File: src/design/fzs_pkg.sv
// Shared constants, types and membership functions of the fuzzy scorer.
package fzs_pkg;

	localparam int FRACTION_BITS = 8;
	localparam int Q_BITS        = 12;
	localparam int IN_W          = 16;
	localparam int BP_W          = IN_W + 1;
	localparam int MEM_W         = Q_BITS + 1;
	localparam int LEVEL_W       = 8;
	localparam int SCORE_W       = 16;
	localparam int SUM_W         = MEM_W + 2;
	localparam int NUM_W         = SUM_W + LEVEL_W;
	localparam int QUO_W         = LEVEL_W + FRACTION_BITS;
	localparam int DIV_BPS       = 2;
	localparam int DIV_ST        = (QUO_W + DIV_BPS - 1) / DIV_BPS;
	localparam int CFG_IDX_W     = 2;
	localparam int SCORE_MAX     = (1 << SCORE_W) - 1;

	localparam logic [MEM_W-1:0] ONE_Q12 = MEM_W'(1 << Q_BITS);

	// floor(v / 3) as (v * RECIP3) >> RECIP3_SH, exact for v up to 3 << Q_BITS
	localparam int SLOPE_W   = Q_BITS + 2;
	localparam int RECIP3_W  = 17;
	localparam int RECIP3_SH = 17;
	localparam logic [RECIP3_W-1:0] RECIP3 = RECIP3_W'(43691);

	localparam logic [BP_W-1:0] INC_8  = BP_W'(8 << FRACTION_BITS);
	localparam logic [BP_W-1:0] INC_11 = BP_W'(11 << FRACTION_BITS);
	localparam logic [BP_W-1:0] INC_13 = BP_W'(13 << FRACTION_BITS);
	localparam logic [BP_W-1:0] INC_16 = BP_W'(16 << FRACTION_BITS);
	localparam logic [BP_W-1:0] EXP_5  = BP_W'(5 << FRACTION_BITS);
	localparam logic [BP_W-1:0] EXP_7  = BP_W'(7 << FRACTION_BITS);
	localparam logic [BP_W-1:0] EXP_8  = BP_W'(8 << FRACTION_BITS);
	localparam logic [BP_W-1:0] EXP_10 = BP_W'(10 << FRACTION_BITS);

	localparam logic [CFG_IDX_W-1:0] REG_ACCEPT   = CFG_IDX_W'(0);
	localparam logic [CFG_IDX_W-1:0] REG_CONSIDER = CFG_IDX_W'(1);
	localparam logic [CFG_IDX_W-1:0] REG_REJECT   = CFG_IDX_W'(2);

	localparam logic [LEVEL_W-1:0] ACCEPT_RST   = LEVEL_W'(100);
	localparam logic [LEVEL_W-1:0] CONSIDER_RST = LEVEL_W'(70);
	localparam logic [LEVEL_W-1:0] REJECT_RST   = LEVEL_W'(50);

	typedef struct packed {
		logic [MEM_W-1:0] low;
		logic [MEM_W-1:0] mid;
		logic [MEM_W-1:0] high;
		logic [MEM_W-1:0] frugal;
		logic [MEM_W-1:0] moder;
		logic [MEM_W-1:0] waste;
	} memb_t;

	typedef struct packed {
		logic [MEM_W-1:0] acc;
		logic [MEM_W-1:0] con;
		logic [MEM_W-1:0] rej;
	} str_t;

	// sloped part: d * 4096 / span, span three or two units
	function automatic logic [MEM_W-1:0] slope(input logic [BP_W-1:0] d, input logic span3);
		logic [BP_W+Q_BITS-1:0]      t;
		logic [SLOPE_W-1:0]          v3;
		logic [SLOPE_W+RECIP3_W-1:0] p;
		t  = {d, {Q_BITS{1'b0}}};
		v3 = SLOPE_W'(t >> FRACTION_BITS);
		p  = v3 * RECIP3;
		if (span3) begin
			slope = p[RECIP3_SH +: MEM_W];
		end else begin
			slope = MEM_W'(t >> (FRACTION_BITS + 1));
		end
	endfunction

	function automatic logic [MEM_W-1:0] rise(input logic [BP_W-1:0] x,
		input logic [BP_W-1:0] a, input logic [BP_W-1:0] b, input logic span3);
		if (x < a) begin
			rise = '0;
		end else if (x >= b) begin
			rise = ONE_Q12;
		end else begin
			rise = slope(x - a, span3);
		end
	endfunction

	function automatic logic [MEM_W-1:0] fall(input logic [BP_W-1:0] x,
		input logic [BP_W-1:0] a, input logic [BP_W-1:0] b, input logic span3);
		if (x < a) begin
			fall = ONE_Q12;
		end else if (x >= b) begin
			fall = '0;
		end else begin
			fall = slope(b - x, span3);
		end
	endfunction

	function automatic logic [MEM_W-1:0] trap(input logic [BP_W-1:0] x,
		input logic [BP_W-1:0] a, input logic [BP_W-1:0] b,
		input logic [BP_W-1:0] c, input logic [BP_W-1:0] d, input logic span3);
		if (x < a || x >= d) begin
			trap = '0;
		end else if (x < b) begin
			trap = rise(x, a, b, span3);
		end else if (x < c) begin
			trap = ONE_Q12;
		end else begin
			trap = fall(x, c, d, span3);
		end
	endfunction

	function automatic logic [MEM_W-1:0] fmin(input logic [MEM_W-1:0] a,
		input logic [MEM_W-1:0] b);
		fmin = (a < b) ? a : b;
	endfunction

	function automatic logic [MEM_W-1:0] fmax(input logic [MEM_W-1:0] a,
		input logic [MEM_W-1:0] b);
		fmax = (a > b) ? a : b;
	endfunction

endpackage

File: src/design/fzs_memb.sv
// Fuzzification stage: six membership degrees from income and expense.
module fzs_memb (
	input  logic                      clk,
	input  logic                      arst_n,
	input  logic                      in_valid,
	output logic                      in_stall,
	input  logic [fzs_pkg::IN_W-1:0]  income,
	input  logic [fzs_pkg::IN_W-1:0]  expense,
	output logic                      out_valid,
	input  logic                      out_stall,
	output fzs_pkg::memb_t            memb
);
	import fzs_pkg::*;

	logic            vld_s1;
	logic            adv;
	memb_t           memb_s1;
	memb_t           memb_nx;
	logic [BP_W-1:0] xi;
	logic [BP_W-1:0] xe;

	assign adv      = ~vld_s1 | ~out_stall;
	assign in_stall = ~adv;
	assign xi       = {1'b0, income};
	assign xe       = {1'b0, expense};

	always_comb begin
		memb_nx.low    = fall(xi, INC_8, INC_11, 1'b1);
		memb_nx.mid    = trap(xi, INC_8, INC_11, INC_13, INC_16, 1'b1);
		memb_nx.high   = rise(xi, INC_13, INC_16, 1'b1);
		memb_nx.frugal = fall(xe, EXP_5, EXP_7, 1'b0);
		memb_nx.moder  = trap(xe, EXP_5, EXP_7, EXP_8, EXP_10, 1'b0);
		memb_nx.waste  = rise(xe, EXP_8, EXP_10, 1'b0);
	end

	always_ff @(posedge clk or negedge arst_n) begin
		if (!arst_n) begin
			vld_s1 <= 1'b0;
		end else if (adv) begin
			vld_s1 <= in_valid;
		end
	end

	always_ff @(posedge clk) begin
		if (adv && in_valid) begin
			memb_s1 <= memb_nx;
		end
	end

	assign out_valid = vld_s1;
	assign memb      = memb_s1;

endmodule

File: src/design/fzs_infer.sv
// Rule evaluation and weighted numerator and strength sum, two stages.
module fzs_infer (
	input  logic                         clk,
	input  logic                         arst_n,
	input  logic                         in_valid,
	output logic                         in_stall,
	input  fzs_pkg::memb_t               memb,
	input  logic [fzs_pkg::LEVEL_W-1:0]  accept_level,
	input  logic [fzs_pkg::LEVEL_W-1:0]  consider_level,
	input  logic [fzs_pkg::LEVEL_W-1:0]  reject_level,
	output logic                         out_valid,
	input  logic                         out_stall,
	output logic [fzs_pkg::NUM_W-1:0]    num,
	output logic [fzs_pkg::SUM_W-1:0]    den,
	output fzs_pkg::str_t                strength
);
	import fzs_pkg::*;

	logic             vld_s2;
	logic             vld_s3;
	logic             adv2;
	logic             adv3;
	str_t             str_nx;
	str_t             str_s2;
	str_t             str_s3;
	logic [NUM_W-1:0] num_nx;
	logic [SUM_W-1:0] den_nx;
	logic [NUM_W-1:0] num_s3;
	logic [SUM_W-1:0] den_s3;

	assign adv3     = ~vld_s3 | ~out_stall;
	assign adv2     = ~vld_s2 | adv3;
	assign in_stall = ~adv2;

	always_comb begin
		str_nx.acc = fmax(fmax(fmin(memb.mid, memb.waste), fmin(memb.low, memb.waste)),
			fmin(memb.low, memb.moder));
		str_nx.con = fmax(fmax(fmin(memb.high, memb.waste), fmin(memb.mid, memb.moder)),
			fmin(memb.low, memb.frugal));
		str_nx.rej = fmax(fmax(fmin(memb.high, memb.moder), fmin(memb.high, memb.frugal)),
			fmin(memb.mid, memb.frugal));
	end

	always_comb begin
		num_nx = NUM_W'(str_s2.acc * accept_level) + NUM_W'(str_s2.con * consider_level)
			+ NUM_W'(str_s2.rej * reject_level);
		den_nx = SUM_W'(str_s2.acc) + SUM_W'(str_s2.con) + SUM_W'(str_s2.rej);
	end

	always_ff @(posedge clk or negedge arst_n) begin
		if (!arst_n) begin
			vld_s2 <= 1'b0;
			vld_s3 <= 1'b0;
		end else begin
			if (adv2) begin
				vld_s2 <= in_valid;
			end
			if (adv3) begin
				vld_s3 <= vld_s2;
			end
		end
	end

	always_ff @(posedge clk) begin
		if (adv2 && in_valid) begin
			str_s2 <= str_nx;
		end
		if (adv3 && vld_s2) begin
			str_s3 <= str_s2;
			num_s3 <= num_nx;
			den_s3 <= den_nx;
		end
	end

	assign out_valid = vld_s3;
	assign num       = num_s3;
	assign den       = den_s3;
	assign strength  = str_s3;

endmodule

File: src/design/fzs_div.sv
// Pipelined restoring divider for the score, two quotient bits per stage.
module fzs_div (
	input  logic                         clk,
	input  logic                         arst_n,
	input  logic                         in_valid,
	output logic                         in_stall,
	input  logic [fzs_pkg::NUM_W-1:0]    num,
	input  logic [fzs_pkg::SUM_W-1:0]    den,
	input  fzs_pkg::str_t                strength,
	output logic                         out_valid,
	input  logic                         out_stall,
	output logic [fzs_pkg::SCORE_W-1:0]  score,
	output fzs_pkg::str_t                out_strength
);
	import fzs_pkg::*;

	localparam logic [QUO_W-1:0] QUO_CAP = QUO_W'(SCORE_MAX);

	logic             vld_s  [DIV_ST];
	logic             adv    [DIV_ST];
	logic [SUM_W-1:0] rem_s  [DIV_ST];
	logic [SUM_W-1:0] den_s  [DIV_ST];
	logic [QUO_W-1:0] dvd_s  [DIV_ST];
	logic [QUO_W-1:0] quo_s  [DIV_ST];
	logic             zero_s [DIV_ST];
	str_t             str_s  [DIV_ST];

	for (genvar k = 0; k < DIV_ST; k++) begin : g_st
		logic             vld_i;
		logic [SUM_W-1:0] rem_i;
		logic [SUM_W-1:0] den_i;
		logic [QUO_W-1:0] dvd_i;
		logic [QUO_W-1:0] quo_i;
		logic             zero_i;
		str_t             str_i;
		logic             adv_nx;
		logic [SUM_W-1:0] rem_n;
		logic [QUO_W-1:0] dvd_n;
		logic [QUO_W-1:0] quo_n;
		logic [SUM_W:0]   t;

		if (k == 0) begin : g_first
			assign vld_i  = in_valid;
			assign rem_i  = num[NUM_W-1 -: SUM_W];
			assign den_i  = den;
			assign dvd_i  = {num[LEVEL_W-1:0], {FRACTION_BITS{1'b0}}};
			assign quo_i  = '0;
			assign zero_i = (den == '0);
			assign str_i  = strength;
		end else begin : g_next
			assign vld_i  = vld_s[k-1];
			assign rem_i  = rem_s[k-1];
			assign den_i  = den_s[k-1];
			assign dvd_i  = dvd_s[k-1];
			assign quo_i  = quo_s[k-1];
			assign zero_i = zero_s[k-1];
			assign str_i  = str_s[k-1];
		end

		if (k == DIV_ST - 1) begin : g_last
			assign adv_nx = ~out_stall;
		end else begin : g_mid
			assign adv_nx = adv[k+1];
		end

		assign adv[k] = ~vld_s[k] | adv_nx;

		always_comb begin
			rem_n = rem_i;
			dvd_n = dvd_i;
			quo_n = quo_i;
			t     = '0;
			for (int j = 0; j < DIV_BPS; j++) begin
				if (k * DIV_BPS + j < QUO_W) begin
					t     = {rem_n, dvd_n[QUO_W-1]};
					dvd_n = {dvd_n[QUO_W-2:0], 1'b0};
					if (t >= {1'b0, den_i}) begin
						rem_n = SUM_W'(t - {1'b0, den_i});
						quo_n = {quo_n[QUO_W-2:0], 1'b1};
					end else begin
						rem_n = t[SUM_W-1:0];
						quo_n = {quo_n[QUO_W-2:0], 1'b0};
					end
				end
			end
		end

		always_ff @(posedge clk or negedge arst_n) begin
			if (!arst_n) begin
				vld_s[k] <= 1'b0;
			end else if (adv[k]) begin
				vld_s[k] <= vld_i;
			end
		end

		always_ff @(posedge clk) begin
			if (adv[k] && vld_i) begin
				rem_s[k]  <= rem_n;
				den_s[k]  <= den_i;
				dvd_s[k]  <= dvd_n;
				quo_s[k]  <= quo_n;
				zero_s[k] <= zero_i;
				str_s[k]  <= str_i;
			end
		end
	end

	assign in_stall     = ~adv[0];
	assign out_valid    = vld_s[DIV_ST-1];
	assign out_strength = str_s[DIV_ST-1];

	always_comb begin
		if (zero_s[DIV_ST-1]) begin
			score = '0;
		end else if (quo_s[DIV_ST-1] > QUO_CAP) begin
			score = SCORE_W'(SCORE_MAX);
		end else begin
			score = SCORE_W'(quo_s[DIV_ST-1]);
		end
	end

endmodule

File: src/design/fuzzy_sugeno_two_input_scorer_top.sv
// Top level of the two-input zero-order Sugeno fuzzy scorer.
//
// Each item carries income and expense (unsigned Q8.8, millions) and yields one
// result: the accept, consider and reject firing strengths (Q1.12) and the score,
// the strength-weighted mean of the three level registers in Q8.8, truncated.
// The block takes one item per cycle unless stalled, with no dependence between
// items. Each item passes fuzzification, rule evaluation, weighted sum, then eight
// stages of a restoring divider that settles two quotient bits each. Stalls back
// up stage by stage, so empty stages keep filling while a result waits. The level
// registers are read live; write them only while the pipeline is empty.
module fuzzy_sugeno_two_input_scorer_top (
	input  logic                           clk,
	input  logic                           arst_n,
	input  logic                           cfg_we,
	input  logic [fzs_pkg::CFG_IDX_W-1:0]  cfg_idx,
	input  logic [fzs_pkg::LEVEL_W-1:0]    cfg_wdata,
	input  logic                           item_valid,
	output logic                           item_stall,
	input  logic [fzs_pkg::IN_W-1:0]       income,
	input  logic [fzs_pkg::IN_W-1:0]       expense,
	output logic                           result_valid,
	input  logic                           result_stall,
	output logic [fzs_pkg::SCORE_W-1:0]    score,
	output logic [fzs_pkg::MEM_W-1:0]      accept_strength,
	output logic [fzs_pkg::MEM_W-1:0]      consider_strength,
	output logic [fzs_pkg::MEM_W-1:0]      reject_strength
);
	import fzs_pkg::*;

	logic [LEVEL_W-1:0] accept_level_q;
	logic [LEVEL_W-1:0] consider_level_q;
	logic [LEVEL_W-1:0] reject_level_q;

	logic               memb_valid;
	logic               memb_stall;
	memb_t              memb;
	logic               inf_valid;
	logic               inf_stall;
	logic [NUM_W-1:0]   num;
	logic [SUM_W-1:0]   den;
	str_t               strength;
	str_t               res_strength;

	always_ff @(posedge clk or negedge arst_n) begin
		if (!arst_n) begin
			accept_level_q   <= ACCEPT_RST;
			consider_level_q <= CONSIDER_RST;
			reject_level_q   <= REJECT_RST;
		end else if (cfg_we) begin
			unique case (cfg_idx)
				REG_ACCEPT:   accept_level_q   <= cfg_wdata;
				REG_CONSIDER: consider_level_q <= cfg_wdata;
				REG_REJECT:   reject_level_q   <= cfg_wdata;
				default: ;
			endcase
		end
	end

	fzs_memb u_memb (
		.clk       (clk),
		.arst_n    (arst_n),
		.in_valid  (item_valid),
		.in_stall  (item_stall),
		.income    (income),
		.expense   (expense),
		.out_valid (memb_valid),
		.out_stall (memb_stall),
		.memb      (memb)
	);

	fzs_infer u_infer (
		.clk            (clk),
		.arst_n         (arst_n),
		.in_valid       (memb_valid),
		.in_stall       (memb_stall),
		.memb           (memb),
		.accept_level   (accept_level_q),
		.consider_level (consider_level_q),
		.reject_level   (reject_level_q),
		.out_valid      (inf_valid),
		.out_stall      (inf_stall),
		.num            (num),
		.den            (den),
		.strength       (strength)
	);

	fzs_div u_div (
		.clk          (clk),
		.arst_n       (arst_n),
		.in_valid     (inf_valid),
		.in_stall     (inf_stall),
		.num          (num),
		.den          (den),
		.strength     (strength),
		.out_valid    (result_valid),
		.out_stall    (result_stall),
		.score        (score),
		.out_strength (res_strength)
	);

	assign accept_strength   = res_strength.acc;
	assign consider_strength = res_strength.con;
	assign reject_strength   = res_strength.rej;

endmodule
File: config.mk
export PLATFORM = sky130hd
export DESIGN_NAME = fuzzy_sugeno_two_input_scorer_top
export DESIGN_NICKNAME = d
export VERILOG_FILES = /design/src/design/fzs_pkg.sv /design/src/design/fzs_memb.sv /design/src/design/fzs_infer.sv /design/src/design/fzs_div.sv /design/src/design/fuzzy_sugeno_two_input_scorer_top.sv
export SDC_FILE = /design/constraint.sdc
export NUM_CORES = 2
export LEC_CHECK = 0
export BUFFER_PORTS_ARGS = -buffer_cell sky130_fd_sc_hd__buf_2
export CAP_MARGIN = 10
export CORE_MARGIN = 2
export CORE_UTILIZATION = 40
export DETAILED_ROUTE_END_ITERATION = 10
export SYNTH_ARGS = -nofsm -noshare
export SYNTH_HDL_FRONTEND = slang
export SYNTH_SLANG_ARGS = --single-unit
File: constraint.sdc
create_clock -name clk -period 17.71 [get_ports clk]
set_input_delay 0.8855 -clock clk [delete_from_list [all_inputs] [get_ports clk]]
set_output_delay 0.8855 -clock clk [all_outputs]
set_load 0.01 [all_outputs]
==> results.ini <==
[yosys]
synthCells = 5714
synth_seq_cells = 834
async_flop_share_pct = 4.20
synth-edff-count = 799
syn_avg_cell_area_um2 = 11.2
synth_warnings = 0
yosysSeqAreaShare_pct = 39.0
synth_cell_types = 92
synth_nets = 6900
synth_area_mm2 = 0.0637
yosys_most_used_dff = edfxtp_1

[worst_setup_path]
crit_path_frequent_cell = fa_1
crit_path_max_incr_delay_ns = 0.67
r2r-start = accept_level_q[6]$_DFFE_PN1P_
arrival_ns = 10.50
crit_type = reg2reg
cp.required_ns = 18.21
r2r_end = u_infer.num[21]$_DFFE_PP_
cp_slowest_cell = dfstp_2
startpoint = accept_level_q[6]$_DFFE_PN1P_
setup.worst_path.end_class = flip-flop
rr_worst_depth = 29
rrSetupSlack_ns = 7.70
cp_max_fo = 14
start_kind = flip-flop

[clocking]
cts_buffer_depth = 3
holdBufCountCts = 0
clock_latency_ns = 0.72
cts.sinks = 834
tritoncts.num_buffers = 91
post-cts-setup-buffers = 0
cts.htree.levels = 3
cts_resized = 0
ctsRootBufferMaster = clkbuf_16
clkTransAtPathRegs_ns = 0.06
cts_tree = built

[floorplanning]
die-area_mm2 = 0.163
io_pins = 104
core_mm2 = 0.158
rows = 146
initial_core_util_pct = 40.2
fp.dieH_um = 403
die_w_um = 403

[status]
run_status = finished, final reports clean

[cells_and_area]
multi_input_area_mm2 = 0.0356
antennaDiodeCount = 0
layout_common_cells = 799 x edfxtp_1, 774 x inv_1, 759 x ha_1
final_common_cell = edfxtp_1
syn_to_final_growth_pct = 9.55
drive_gt1_share_pct = 8.47
regArea_mm2 = 0.0249
nets = 7040
fill_cells = 14700

[drt]
wl_per_cell_um = 18.4
vias = 41700
drc = 0
totalWireLength_um = 147000
viasPerCell = 5.21
dr.pass1.iters = 5
drt_iter0_markers = 2527
antenna_left = 0

[timing]
tightestPinTransition_ns = 1.18
tns_ns = 0
period_share_pct = 56.5
worst_slack_ns = 7.70
fin_skew_ns = 0.0607
setup_violations = 0
rsz0062_at_grt = no
hold_viol_final = 0
fmax_mhz = 99.9
slew_headroom_pct = 21.2
timing.final.max_slew_violations = 0
fin_crit_ns = 10.01

[grt]
grt_usage_pct = 18.1
grt_max_degree = 65
antenna_found_initial = 4
grt.overflow.total = 0
grt_pass1_vias = 42000
grt_pass1_wl_um = 232000

[flow_run]
drv_cap = 0

[placement]
gp_congestion = 0.895
port_buffers = 103
dp_slack_ns = 7.66
hpwl_um = 116000

[min_path]
hold_class = in2async

-- registers in the layout, summed over array words and instances, names as in the netlist --
signal and count:
u_div.str_s 312, u_div.den_s 105, u_div.rem_s 105, u_div.quo_s 72
u_memb.memb 69, u_infer.str_s2 39, u_infer.strength 39, u_infer.num 23
u_infer.den 15, u_div.dvd_s 12, accept_level_q 8, consider_level_q 8
reject_level_q 8, u_div.zero_s 8, u_div.g_st.vld_i 7, u_div.out_valid 1
u_infer.out_valid 1, u_infer.vld_s2 1, u_memb.out_valid 1
-- layout make-up --
cell class | count | share of cell area (%)
inverters | 778 | 4.18
clock inverters | 59 | 1.03
flip-flops and latches | 834 | 35.6
clock buffers | 106 | 3.39
repair buffers | 129 | 1.02
well taps | 2072 | 3.71
multi-input cells | 4020 | 51.0
-- layer usage --
layer	wire length [µm]	part of all wire, %	track usage (%)	vias up
li1	-	-	-	20400
met1	65200	44	23.9	20200
met2	70400	48	30.6	892
met3	6900	4.7	2.92	240
met4	4670	3.2	5.74	2
met5	13	0.0088	0	-
-- worst max-delay path, delay by kind of cell (launching register included) --
family                     cells  cell delay [ns]
xor gates and xnor gates       1             0.23
DFF                            1             0.67
AOI/OAI and AO/OA              8             2.12
and+or+nand+nor                4             0.77
adders and majority gates     12             5.84
buffers and inverters          4             0.19
-- logic make-up after synthesis --
group / count (synthesis) / share of synthesized area (%)
AO/OA/AOI/OAI: 988 / 10.1
XOR/XNOR: 273 / 3.75
adder cells (fa/ha/maj): 1139 / 26.8
buffers and inverters: 860 / 5.15
flip-flops: 834 / 39.0
multiplexers: 282 / 4.76
AND/OR/NAND/NOR: 1338 / 10.3
-- worst max-delay path by stage --
stage | cells after the start | end | slack, ns
after CTS | 29 | u_infer.num[21]$_DFFE_PP_ | 7.65
after global routing | 29 | u_infer.num[21]$_DFFE_PP_ | 7.11
after global placement | 30 | u_infer.num[21]$_DFFE_PP_ | 7.83
final | 29 | u_infer.num[21]$_DFFE_PP_ | 7.70
after detailed placement | 29 | u_infer.num[21]$_DFFE_PP_ | 7.66
after floorplan | 31 | u_infer.num[21]$_DFFE_PP_ | 8.44
-- through the flow --
stage | std cells | hold WS [ns] | instance area (µm²) | util (%)
2_1_floorplan | 5714 | 0.400 | 63700 | -
3_3_place_gp | 7833 | 0.400 | 66700 | 42.1
3_5_place_dp | 7833 | 0.405 | 66700 | 42.1
4_1_cts | 7998 | 0.339 | 69800 | 44.1
5_1_grt | 7998 | 0.383 | 69800 | 44.1
6_report | 7998 | 0.356 | 69800 | 44.1
-- Yosys cell counts, types with 24 or more instances --
master    number  area [µm²]
dfrtp_1       26         651
mux2i_1      120        1200
o21bai_1      33         248
nand3_1       75         375
fa_1         380        7610
mux2_2       154        1730
or3_1         41         257
or2_2         24         150
a211oi_1      34         255
xor2_1        87         762
ha_1         759        9500
xnor2_1      186        1630
nand2b_1      50         313
and2_1       191        1190
nor2_1       283        1060
inv_1        774        2910
nand2_1      383        1440
o21ai_0      205        1030
a31oi_1       29         181
nand4_1       48         300
o21a_1        66         495
nor2b_1       77         482
clkbuf_1      58         218
nor3_1        93         465
a21o_1       110         826
a21oi_1      268        1340
edfxtp_1     799       24000
Power is left out: the tool's default activity adds up to more than one toggle a clock period on the data nets, which glitch-free logic cannot reach.
